[src/hdl/lrukv_pkg.sv]
// Shared types and constants for the LRU key-value cache.
`timescale 1ns / 1ps
package lrukv_pkg;

  localparam int unsigned CAP_BITS = 5;
  localparam logic [CAP_BITS-1:0] CAP_RESET = CAP_BITS'(16);

  localparam logic OP_GET = 1'b0;
  localparam logic OP_PUT = 1'b1;

  typedef enum logic [1:0] {
    ST_IDLE,
    ST_LOOK,
    ST_RESP
  } state_e;

endpackage

[src/hdl/lrukv_dir.sv]
// Key directory: keys, valid marks, recency ranks, fill count and lookup.
`timescale 1ns / 1ps
module lrukv_dir import lrukv_pkg::*; #(
  parameter int unsigned ENTRIES  = 16,
  parameter int unsigned KEY_BITS = 16,
  localparam int unsigned IDX_W   = (ENTRIES > 1) ? $clog2(ENTRIES) : 1,
  localparam int unsigned FILL_W  = $clog2(ENTRIES + 1)
) (
  input  logic                clk_i,
  input  logic                rst_ni,
  input  logic [CAP_BITS-1:0] cap_i,
  input  logic [KEY_BITS-1:0] key_i,
  input  logic                put_i,
  input  logic                update_i,
  output logic                hit_o,
  output logic [IDX_W-1:0]    rd_idx_o,
  output logic [IDX_W-1:0]    wr_idx_o
);

  logic [KEY_BITS-1:0] key_q  [ENTRIES];
  logic [IDX_W-1:0]    rank_q [ENTRIES];
  logic [IDX_W-1:0]    rank_d [ENTRIES];
  logic [ENTRIES-1:0]  valid_q, valid_d, match;
  logic [FILL_W-1:0]   fill_q, fill_d;

  logic             hit, full, victim_ok;
  logic [IDX_W-1:0] hit_idx, victim_idx, free_idx, slot, s;
  logic [IDX_W:0]   old_rank;
  logic [31:0]      eff_cap;

  always_comb begin
    hit        = 1'b0;
    hit_idx    = '0;
    victim_ok  = 1'b0;
    victim_idx = '0;
    free_idx   = '0;
    for (int i = ENTRIES - 1; i >= 0; i--) begin
      match[i] = valid_q[i] && (key_q[i] == key_i);
      if (match[i]) begin
        hit     = 1'b1;
        hit_idx = IDX_W'(i);
      end
      // oldest valid entry carries rank fill - 1
      if (valid_q[i] && ({{(32-IDX_W){1'b0}}, rank_q[i]} == 32'(fill_q) - 32'd1)) begin
        victim_ok  = 1'b1;
        victim_idx = IDX_W'(i);
      end
      if (!valid_q[i]) begin
        free_idx = IDX_W'(i);
      end
    end
    if (cap_i == '0) begin
      eff_cap = 32'd1;
    end else if (32'(cap_i) > ENTRIES) begin
      eff_cap = ENTRIES;
    end else begin
      eff_cap = 32'(cap_i);
    end
    full = (32'(fill_q) >= eff_cap);
    slot = full ? victim_idx : free_idx;
  end

  assign hit_o    = hit;
  assign rd_idx_o = hit_idx;
  assign wr_idx_o = hit ? hit_idx : slot;

  always_comb begin
    s        = hit ? hit_idx : slot;
    old_rank = hit ? {1'b0, rank_q[hit_idx]} : (IDX_W + 1)'(ENTRIES);
    valid_d  = valid_q;
    fill_d   = fill_q;
    for (int i = 0; i < ENTRIES; i++) begin
      rank_d[i] = rank_q[i];
    end
    if (update_i && (hit || put_i)) begin
      // age every younger entry, then make the slot most recent
      for (int i = 0; i < ENTRIES; i++) begin
        if ((IDX_W'(i) != s) && valid_q[i] && ({1'b0, rank_q[i]} < old_rank)) begin
          rank_d[i] = rank_q[i] + IDX_W'(1);
        end
      end
      rank_d[s] = '0;
      if (!hit) begin
        valid_d[s] = 1'b1;
        if (!full) begin
          fill_d = fill_q + FILL_W'(1);
        end
      end
    end
  end

  always_ff @(posedge clk_i or negedge rst_ni) begin
    if (!rst_ni) begin
      valid_q <= '0;
      fill_q  <= '0;
      for (int i = 0; i < ENTRIES; i++) begin
        rank_q[i] <= '0;
      end
    end else begin
      valid_q <= valid_d;
      fill_q  <= fill_d;
      for (int i = 0; i < ENTRIES; i++) begin
        rank_q[i] <= rank_d[i];
      end
    end
  end

  always_ff @(posedge clk_i) begin
    if (update_i && put_i && !hit) begin
      key_q[slot] <= key_i;
    end
  end

  a_fill_bound: assert property (@(posedge clk_i) disable iff (!rst_ni)
    32'(fill_q) <= ENTRIES) else $error("fill count above entry count");
  a_fill_valid: assert property (@(posedge clk_i) disable iff (!rst_ni)
    $countones(valid_q) == 32'(fill_q)) else $error("fill count off valid marks");
  a_one_match: assert property (@(posedge clk_i) disable iff (!rst_ni)
    $onehot0(match)) else $error("key present in two entries");
  a_victim: assert property (@(posedge clk_i) disable iff (!rst_ni)
    (update_i && put_i && !hit && full) |-> victim_ok) else $error("no victim found");

endmodule

[src/hdl/lru_key_value_cache_core.sv]
// Top level of the fully associative LRU key-value cache.
`timescale 1ns / 1ps
// Fully associative key-value cache with least-recently-used replacement.
// Each input transfer is a get (tuser 0) or a put (tuser 1) with key and
// value in tdata. Each produces exactly one output transfer: tuser is hit
// (key present before the item), tdata is the stored value on a get hit and
// zero otherwise. Keys, valid marks and recency ranks sit in a register-based
// directory searched in parallel; values sit in a synchronous single-port
// memory with a registered read. An item passes through a lookup state,
// which searches and updates the directory and issues the value read or
// write, then a response state, which lands the read data in the output
// register. A new item is taken in the response state when the output
// register is free. The store is empty after reset with no clearing pass.
// Capacity must be written on the cfg channel only while idle; the block
// does not enforce this. Zero acts as one and values above ENTRIES saturate.
module lru_key_value_cache_core import lrukv_pkg::*; #(
  parameter int unsigned ENTRIES    = 16,
  parameter int unsigned KEY_BITS   = 16,
  parameter int unsigned VALUE_BITS = 32,
  localparam int unsigned IN_W  = ((KEY_BITS + VALUE_BITS + 7) / 8) * 8,
  localparam int unsigned OUT_W = ((VALUE_BITS + 7) / 8) * 8,
  localparam int unsigned IDX_W = (ENTRIES > 1) ? $clog2(ENTRIES) : 1
) (
  input  logic                clk_i,
  input  logic                rst_ni,
  input  logic                cfg_valid_i,
  output logic                cfg_ready_o,
  input  logic [CAP_BITS-1:0] cfg_data_i,     // capacity
  input  logic                s_axis_tvalid,
  output logic                s_axis_tready,
  input  logic [IN_W-1:0]     s_axis_tdata,   // key, value, zero pad
  input  logic                s_axis_tuser,   // operation
  output logic                m_axis_tvalid,
  input  logic                m_axis_tready,
  output logic [OUT_W-1:0]    m_axis_tdata,   // data, zero pad
  output logic                m_axis_tuser    // hit
);

  state_e state_q, state_d;

  logic [CAP_BITS-1:0]   cap_q;
  logic                  op_q, hit_q;
  logic [KEY_BITS-1:0]   key_q;
  logic [VALUE_BITS-1:0] val_q, rd_q;
  logic [VALUE_BITS-1:0] mem [ENTRIES];

  logic                  out_valid_q, out_hit_q, out_free, in_xfer, load_out;
  logic [VALUE_BITS-1:0] out_data_q;
  logic                  dir_hit;
  logic [IDX_W-1:0]      rd_idx, wr_idx;
  logic                  look;

  assign cfg_ready_o = 1'b1;
  assign look        = (state_q == ST_LOOK);
  assign out_free    = !out_valid_q || m_axis_tready;

  // Take a new item when idle, or while finishing one whose result can land.
  assign s_axis_tready = (state_q == ST_IDLE) || ((state_q == ST_RESP) && out_free);
  assign in_xfer       = s_axis_tvalid && s_axis_tready;
  assign load_out      = (state_q == ST_RESP) && out_free;

  always_comb begin
    state_d = state_q;
    case (state_q)
      ST_IDLE: begin
        if (in_xfer) state_d = ST_LOOK;
      end
      ST_LOOK: state_d = ST_RESP;
      ST_RESP: begin
        if (load_out) state_d = in_xfer ? ST_LOOK : ST_IDLE;
      end
      default: state_d = ST_IDLE;
    endcase
  end

  always_ff @(posedge clk_i or negedge rst_ni) begin
    if (!rst_ni) begin
      state_q     <= ST_IDLE;
      cap_q       <= CAP_RESET;
      out_valid_q <= 1'b0;
    end else begin
      state_q <= state_d;
      if (cfg_valid_i) cap_q <= cfg_data_i;
      if (load_out) begin
        out_valid_q <= 1'b1;
      end else if (m_axis_tready) begin
        out_valid_q <= 1'b0;
      end
    end
  end

  // Hold the item; capture hit before the directory moves on.
  always_ff @(posedge clk_i) begin
    if (in_xfer) begin
      op_q  <= s_axis_tuser;
      key_q <= s_axis_tdata[KEY_BITS-1:0];
      val_q <= s_axis_tdata[KEY_BITS+VALUE_BITS-1:KEY_BITS];
    end
    if (look) hit_q <= dir_hit;
    if (load_out) begin
      out_hit_q  <= hit_q;
      out_data_q <= ((op_q == OP_GET) && hit_q) ? rd_q : '0;
    end
  end

  // Value store: read the hit entry on get, write on put.
  always_ff @(posedge clk_i) begin
    if (look) begin
      if (op_q == OP_PUT) begin
        mem[wr_idx] <= val_q;
      end else begin
        rd_q <= mem[rd_idx];
      end
    end
  end

  lrukv_dir #(
    .ENTRIES  (ENTRIES),
    .KEY_BITS (KEY_BITS)
  ) u_dir (
    .clk_i    (clk_i),
    .rst_ni   (rst_ni),
    .cap_i    (cap_q),
    .key_i    (key_q),
    .put_i    (op_q == OP_PUT),
    .update_i (look),
    .hit_o    (dir_hit),
    .rd_idx_o (rd_idx),
    .wr_idx_o (wr_idx)
  );

  assign m_axis_tvalid = out_valid_q;
  assign m_axis_tuser  = out_hit_q;
  assign m_axis_tdata  = OUT_W'(out_data_q);

  a_accept_look: assert property (@(posedge clk_i) disable iff (!rst_ni)
    in_xfer |=> state_q == ST_LOOK) else $error("accepted item not looked up");
  a_look_resp: assert property (@(posedge clk_i) disable iff (!rst_ni)
    look |=> state_q == ST_RESP) else $error("lookup not followed by response");
  a_put_zero: assert property (@(posedge clk_i) disable iff (!rst_ni)
    (load_out && op_q == OP_PUT) |=> out_data_q == '0) else $error("put returned data");

endmodule

[config.mk]
export PLATFORM = sky130hd
export DESIGN_NAME = lru_key_value_cache_core
export DESIGN_NICKNAME = d
export VERILOG_FILES = /design/src/hdl/lrukv_pkg.sv /design/src/hdl/lrukv_dir.sv /design/src/hdl/lru_key_value_cache_core.sv
export SDC_FILE = /design/constraint.sdc
export NUM_CORES = 2
export LEC_CHECK = 0
export ABC_CLOCK_PERIOD_IN_PS = 5700
export BUFFER_PORTS_ARGS = -buffer_cell sky130_fd_sc_hd__buf_2
export CORE_MARGIN = 3
export CORE_UTILIZATION = 46
export CTS_BUF_LIST = sky130_fd_sc_hd__clkbuf_4
export CTS_CLUSTER_SIZE = 30
export DETAILED_ROUTE_END_ITERATION = 12
export PLACE_DENSITY = 0.74
export SYNTH_ARGS = -nofsm -noshare
export SYNTH_HDL_FRONTEND = slang
export SYNTH_SLANG_ARGS = --single-unit
[constraint.sdc]
create_clock -name clk_i -period 5.7 [get_ports clk_i]
set_input_delay 0.855 -clock clk_i [delete_from_list [all_inputs] [get_ports clk_i]]
set_output_delay 0.855 -clock clk_i [all_outputs]
set_load 0.02 [all_outputs]
After elaboration in Yosys (flattened, before gate mapping)
Memory sizes are Yosys's and may differ from the RTL's. A register that Yosys moved wholly into a read port is not among the register bits.
Cells that the tools add are included.
Widths: inputs -> output; s select.
{ "totals": {"reg_bits": 176, "latch_bits": 0, "mem_bits_rw": 768, "romBits": 0, "out_inout_bits": 36, "wordCells": 333, "memories": 2} }
{ "op_classes": {"add_sub_neg": 18, "n_mul": 0, "div_mod_pow": 0, "magnitude_cmp": 23, "n_eq_ne": 51, "shift": 0, "n_mux": 119, "n_bitwise": 8, "n_reduce_logical": 85} }
{ "mem_list": {"columns": ["name", "depth", "word_bits", "read_ports", "rd_clocked_by_memory_dff", "wr", "line_no", "text"], "rows": [
  ["mem", 16, 32, 1, 1, 1, "lru_key_value_cache_core.sv:45", "logic [VALUE_BITS-1:0] mem [ENTRIES];"],
  ["u_dir.key_q", 16, 16, 16, 0, 1, "lrukv_dir.sv:20", "logic [KEY_BITS-1:0] key_q [ENTRIES];"]
]} }
{ "ops": {"columns": ["operator", "n"], "rows": [
  ["$eq 4x32->1", 16],
  ["$mux 4", 85],
  ["$eq 16x16->1", 16],
  ["$lt 4x5->1", 16],
  ["$logic_and 1x1->1", 72],
  ["$add 4x1->4 const B", 16],
  ["$and 64x64->64", 1],
  ["$not 64->64", 1],
  ["$ge 5x32->1", 1],
  ["$mux 32", 1],
  ["$ne 4x4->1 const A", 8],
  ["$mux 1", 25],
  ["$bmux 4 s4", 1],
  ["$demux 4 s4", 1],
  ["$ne 3x4->1 const A", 4],
  ["$or 16x16->16", 1],
  ["$ge 5x5->1 const B", 2],
  ["$mux 5", 2],
  ["$not 4->5", 2],
  ["$ne 2x4->1 const A", 2],
  ["$pmux 2 s3", 1],
  ["$reduce_and 2->1", 3],
  ["$sub 5x1->6 const B", 1],
  ["$add 5x1->5 const B", 1],
  ["other kinds (18)", 25]
]} }

Logic depth before layout (Yosys ltp)
An unclocked memory read counts as a cell.
{ "logic_depth": {"ltp_word": 29, "mapped_depth": 26, "mapped_depth_nobuf": 22} }

Modules after synthesis
From an unflattened synthesis, not the netlist that was laid out.
{ "unflattened": {"hier_cells": 2821, "area_unflattened_um2": 43748.2} }
{ "modules_own_cells": {"columns": ["mod", "instances", "cells_per_inst", "area_per_inst_um2", "seq_area_each_um2"], "rows": [
  ["lru_key_value_cache_core", 1, 984, 23203.5, 19029.5],
  ["lrukv_dir", 1, 1837, 20544.7, 9814.4]
]} }

Least setup slack after synthesis
OpenSTA, ideal clock, no wires.
{ "synth_path": {"path_type": "reg2reg", "from": "register u_dir.fill_q[0]", "to": "memory mem[11][0], enable pin", "setup_ps": 461, "t_arrival_ps": 5776, "t_required_ps": 5239, "setup_slack_ps": -537, "path_stages_with_launch": 18, "path_buffers": 5, "synth_period_minus_slack_ps": 6237, "path_cell_list": "dfrtp_1 -> buf_2 -> buf_2 -> inv_1 -> ha_1 -> buf_2 -> buf_2 -> xnor2_1 -> nor4_1 -> nand4_1 -> nand2_1 -> a21oi_1 -> o21ai_0 -> a221oi_1 -> or4_1 -> o21a_1 -> clkbuf_1 -> nor3_1"} }
{ "synth_between": {"elab_chain_cells": 21, "elab_cells_between_ends": 52} }
{ "synth_lines": {"columns": ["element", "line_no", "text"], "rows": [
  ["from (decl)", "lrukv_dir.sv:24", "logic [FILL_W-1:0] fill_q, fill_d;"],
  ["from (signal assigned)", "lrukv_dir.sv:101", "fill_q <= fill_d;"],
  ["$sub 5x1->6", "lrukv_dir.sv:44", "if (valid_q[i] && ({{(32-IDX_W){1'b0}}, rank_q[i]} == 32'(fill_q) - 32'd1)) begin"],
  ["$eq 4x32->1", "lrukv_dir.sv:44", null],
  ["$logic_and 1x1->1", "lrukv_dir.sv:44", null],
  ["$mux 4 (16 in a row)", "lrukv_dir.sv:44", null],
  ["$mux 4 *", "lrukv_dir.sv:60", "slot = full ? victim_idx : free_idx;"],
  ["$mux 4 *", "lrukv_dir.sv:65", "assign wr_idx_o = hit ? hit_idx : slot;"],
  ["to (decl)", "lru_key_value_cache_core.sv:45", null]
]} }
Every way passes the cells marked *; elsewhere a longest branch is shown, timed or not.

Worst setup path in the final report
{ "layout_path": {"from": "register key_q[3]", "to": "register u_dir.rank_q[30] (netlist name)"} }
{ "layout_between": {"elab_chain_cells": 28, "elab_cells_between_ends": 86} }
{ "layout_lines": {"columns": ["element", "line_no", "text"], "rows": [
  ["from (decl)", "lru_key_value_cache_core.sv:43", "logic [KEY_BITS-1:0] key_q;"],
  ["from (signal assigned)", "lru_key_value_cache_core.sv:96", "key_q <= s_axis_tdata[KEY_BITS-1:0];"],
  ["$eq 16x16->1", "lrukv_dir.sv:38", "match[i] = valid_q[i] && (key_q[i] == key_i);"],
  ["$logic_and 1x1->1", "lrukv_dir.sv:38", null],
  ["$mux 4 (16 in a row)", "lrukv_dir.sv:39", "if (match[i]) begin"],
  ["$not 4->5 (implied by the code)", "lrukv_dir.sv:69", "old_rank = hit ? {1'b0, rank_q[hit_idx]} : (IDX_W + 1)'(ENTRIES);"],
  ["$bmux 4 s4", "lrukv_dir.sv:69", null],
  ["$mux 4 (implied by the code) (2 in a row)", "lrukv_dir.sv:69", null],
  ["$mux 5", "lrukv_dir.sv:69", null],
  ["$lt 4x5->1", "lrukv_dir.sv:78", "if ((IDX_W'(i) != s) && valid_q[i] && ({1'b0, rank_q[i]} < old_rank)) begin"],
  ["$logic_and 1x1->1", "lrukv_dir.sv:78", null],
  ["$mux 4", "lrukv_dir.sv:78", null],
  ["$mux 4", "lrukv_dir.sv:75", "if (update_i && (hit || put_i)) begin"],
  ["$and 64x64->64 (no line)", null, null],
  ["to (signal, indexed assignment)", "lrukv_dir.sv:103", "rank_q[i] <= rank_d[i];"],
  ["to (decl)", "lrukv_dir.sv:21", "logic [IDX_W-1:0] rank_q [ENTRIES];"]
]} }
Parallel ways exist; a longest one is shown, timed or not. The select of a mux whose other input is x is not followed.
A chain may end at the register's enable or synchronous reset.

==> flow_metrics.tcl <==
set metrics [dict create \
    nets 3687 \
    maxSlewHeadroom 0.231 \
    clock_sinks 976 \
    rr_startpoint "key_q[3]" \
    dp_cells 4481 \
    vias 28500 \
    fin_crit_ns 5.39 \
    combPwrFrac 0.163 \
    synth_nets 3277 \
    worstMarginPinSlew_ns 1.15 \
    p_int_uw 12500 \
    hold_violations 0 \
    dr.first_iter.drc_count 2671 \
    worstPathRequired_ns 6.68 \
    final_area_um2 51700 \
    min_path_type "primary input to asynchronous set/reset pin" \
    clock_path_buffers 4 \
    crit_path_start_kind "register" \
    drc 0 \
    place_ws_ns 0.0476 \
    syn_inst 3147 \
    grt_pass1_wl_um 169000 \
    rows 114 \
    p_sw_uw 4740 \
    antenna_found_initial 5 \
    netlist.area_leader.share 0.589 \
    synth_edf_count 883 \
    avgRoutedWirePerCell_um 22.3 \
    critPathLaunch "key_q[3]" \
    fp.dieW_um 319 \
    slew_violations 0 \
    fp.dieH_um 319 \
    seq_area_frac_synth 0.641 \
    io_pins 95 \
    area_growth_pct 14.9 \
    synthTopCellsByArea "edfxtp_1, mux2i_1, dfrtp_1, xor2_1, mux2_2" \
    fin_cells 4993 \
    placed_cell_area_um2 47700 \
    grt_pass1_vias 29100 \
    ir_drop_mv 0.197 \
    hpwl_um 65100 \
    drive_gt1_frac 0.215 \
    yosys_warnings 0 \
    yosys.area.top_type "edfxtp_1" \
    clkPwrFrac 0.344 \
    port_buffers 93 \
    syn_avg_cell_area_um2 14.3 \
    fin_crit_sh 0.946 \
    initial_core_util 0.465 \
    vias_per_cell 5.70 \
    critPathCaptureType "register" \
    setup_viol 0 \
    grt_max_degree 102 \
    cts.htree.levels 5 \
    first_pass_iters 5 \
    outcome "finished, final reports clean" \
    crit_arrival_ns 6.37 \
    path_clk_slew_ns 0.07 \
    maxCapViolCount 0 \
    synth_cell_types 96 \
    power_density_nw_per_um2 333 \
    root_buffer "clkbuf_4" \
    grt_usage 0.217 \
    wirelength_um 111000 \
    hold_slack_ns 0.319 \
    leakagePower_uw 0.0201 \
    timing.fmax_mhz 185 \
    fillerInstances 7727 \
    setup_slack_ns 0.306 \
    worstPathMaxFanout 18 \
    cts_made_buffers 274 \
    die_area_um2 102000 \
    globalplace.congestion 0.947 \
    sw_frac_of_total 0.275 \
    core_area_um2 96900 \
    crit_type "register to register" \
    synth_flop_cell "edfxtp_1" \
    async_flop_share 0.0953 \
    grt_overflow_total 0 \
    ys_seq_elements 976 \
    final_antenna_net_count 0 \
    power_frac_seq 0.492 \
    synthesis.area_um2 45000 \
    skew_ns 0.121 \
    clk-insertion-delay-late_ns 1.16 \
    cts_tree "yes" \
]
## cell families after synthesis
| family | Yosys count | synth area share |
|---|---|---|
| mux | 363 | 0.0831 |
| other cells | 1 | 0.0000833 |
| flops | 976 | 0.641 |
| buf+inv | 186 | 0.0202 |
| xor+xnor | 328 | 0.0714 |
| compound gates | 408 | 0.0659 |
| simple gates | 814 | 0.0988 |
| fa+ha+maj | 71 | 0.0197 |
## synthesized netlist by cell type, types with 28 or more instances
cell / instances
a211oi_1: 41
ha_1: 71
nor4_1: 65
nand2_1: 198
or4_1: 33
mux2_2: 86
a21o_1: 38
buf_2: 60
o21ai_0: 51
nor3_1: 32
nand4_1: 58
edfxtp_1: 883
a21oi_1: 103
dfrtp_1: 92
inv_1: 35
mux2i_1: 277
a311oi_1: 32
nor2_1: 157
clkbuf_1: 63
xnor2_1: 107
nand3_1: 50
xor2_1: 196
and2_1: 44
nand2b_1: 28
## layout make-up
class                      count  area (µm²)  area share
clock buffer                 386        2900      0.0560
timing repair buffer         284        2420      0.0467
antenna                        5        12.5    0.000242
tap                         1276        1600      0.0309
multi-input combinational   1986       15600       0.301
clock inverter                45         253     0.00489
inverter                      35         131     0.00254
sequential                   976       28800       0.558
## placed cells by master, fill, tap and decap left out, drive strengths merged, types with 11 or more instances in the layout
| cell type | Yosys | final |
|---|---|---|
| and2 | 44 | 44 |
| xnor3 | 22 | 22 |
| a211oi | 41 | 41 |
| inv | 35 | 43 |
| nand4 | 58 | 58 |
| a31oi | 12 | 12 |
| nand3b | 15 | 15 |
| nor4b | 17 | 17 |
| and4 | 12 | 12 |
| nand2b | 28 | 28 |
| nor2 | 159 | 160 |
| and4b | 11 | 11 |
| nor4 | 66 | 66 |
| buf | 88 | 221 |
| xnor2 | 108 | 108 |
| o211ai | 17 | 17 |
| a21oi | 104 | 104 |
| dfrtp | 92 | 92 |
| nor3 | 33 | 33 |
| clkinv | 0 | 34 |
| xor2 | 196 | 196 |
| nand4b | 14 | 14 |
| dlygate4sd3 | 0 | 63 |
| a22o | 17 | 17 |
| or4 | 33 | 33 |
| a21o | 38 | 38 |
| mux2 | 86 | 86 |
| edfxtp | 883 | 883 |
| o21ai | 68 | 68 |
| o31ai | 12 | 12 |
| and3 | 17 | 17 |
| nor2b | 19 | 19 |
| mux2i | 277 | 277 |
| nand3 | 50 | 50 |
| clkbuf | 63 | 386 |
| nand2 | 198 | 198 |
| a311oi | 32 | 32 |
| ha | 71 | 71 |
## worst paths after layout
| check | endpoint | slack [ns] | cells past startpoint |
|---|---|---|---|
| max reg2reg | u_dir.rank_q[30] | 0.31 | 24 |
| min | u_dir.rank_q[7] | 0.32 | 2 |
| min reg2reg | m_axis_tdata[29] | 0.47 | 1 |
| min in group clk_i | m_axis_tdata[29] | 0.47 | 1 |
| max in group asynchronous | u_dir.rank_q[55] | 4.19 | 3 |
| max | u_dir.rank_q[30] | 0.31 | 24 |
## metrics by stage
stage / power [µW] / util / setup TNS [ns]
after floorplan: 10400 / - / -67.03
after global placement: 11300 / 0.493 / 0
after detailed placement: 11400 / 0.493 / 0
after CTS: 17400 / 0.532 / 0
after global routing: 18100 / 0.534 / -0.0438
final: 17300 / 0.534 / 0
## critical path: stages (launching register included)
cell      delay (ns)
edfxtp_1        0.46
buf_4           0.27
xnor2_1         0.23
nand3_1         0.11
or3_1           0.44
a211oi_1        0.31
o311ai_2        0.18
a221oi_4        0.36
buf_12          0.16
nor2_4          0.04
buf_12          0.16
mux2i_1         0.12
mux2_2          0.29
nor2_1          0.09
a21oi_1         0.04
a211o_1         0.35
buf_4           0.20
ha_1            0.29
nand2_1         0.07
nand3b_1        0.09
nor2_1          0.12
o21ai_0         0.11
o21ai_2         0.28
nand4_1         0.15
mux2_2          0.32
## layer usage
metal | GRT usage | part of all wire
met5 | 0 | 0
met4 | 0.0960 | 0.034
met3 | 0.0452 | 0.074
met2 | 0.344 | 0.47
met1 | 0.291 | 0.42
## sequential cells by signal, summed over array words and instances (netlist names), 2 cells and up
| signal | count |
|---|---|
| cap_q | 5 |
| key_q | 16 |
| m_axis_tdata | 32 |
| mem | 512 |
| rd_q | 32 |
| state_q | 2 |
| u_dir.fill_q | 5 |
| u_dir.key_q | 256 |
| u_dir.rank_q | 64 |
| u_dir.valid_q | 16 |
| val_q | 32 |
## repair_timing
action,in CTS,in global routing
endpoints found under the hold margin,100,0
buffers inserted,0,12
endpoints found under the setup margin,0,101
resized for setup,0,18
hold buffers,63,0
## power groups by stage
stage	clock network (µW)	logic (µW)	registers (µW)
after global routing	6510	3040	8520
after floorplan	0	1870	8550
final	5940	2820	8490
after CTS	6120	2780	8490
after detailed placement	0	2730	8630
after global placement	0	2690	8620
No activity file was read; power rests on OpenSTA's default activity.
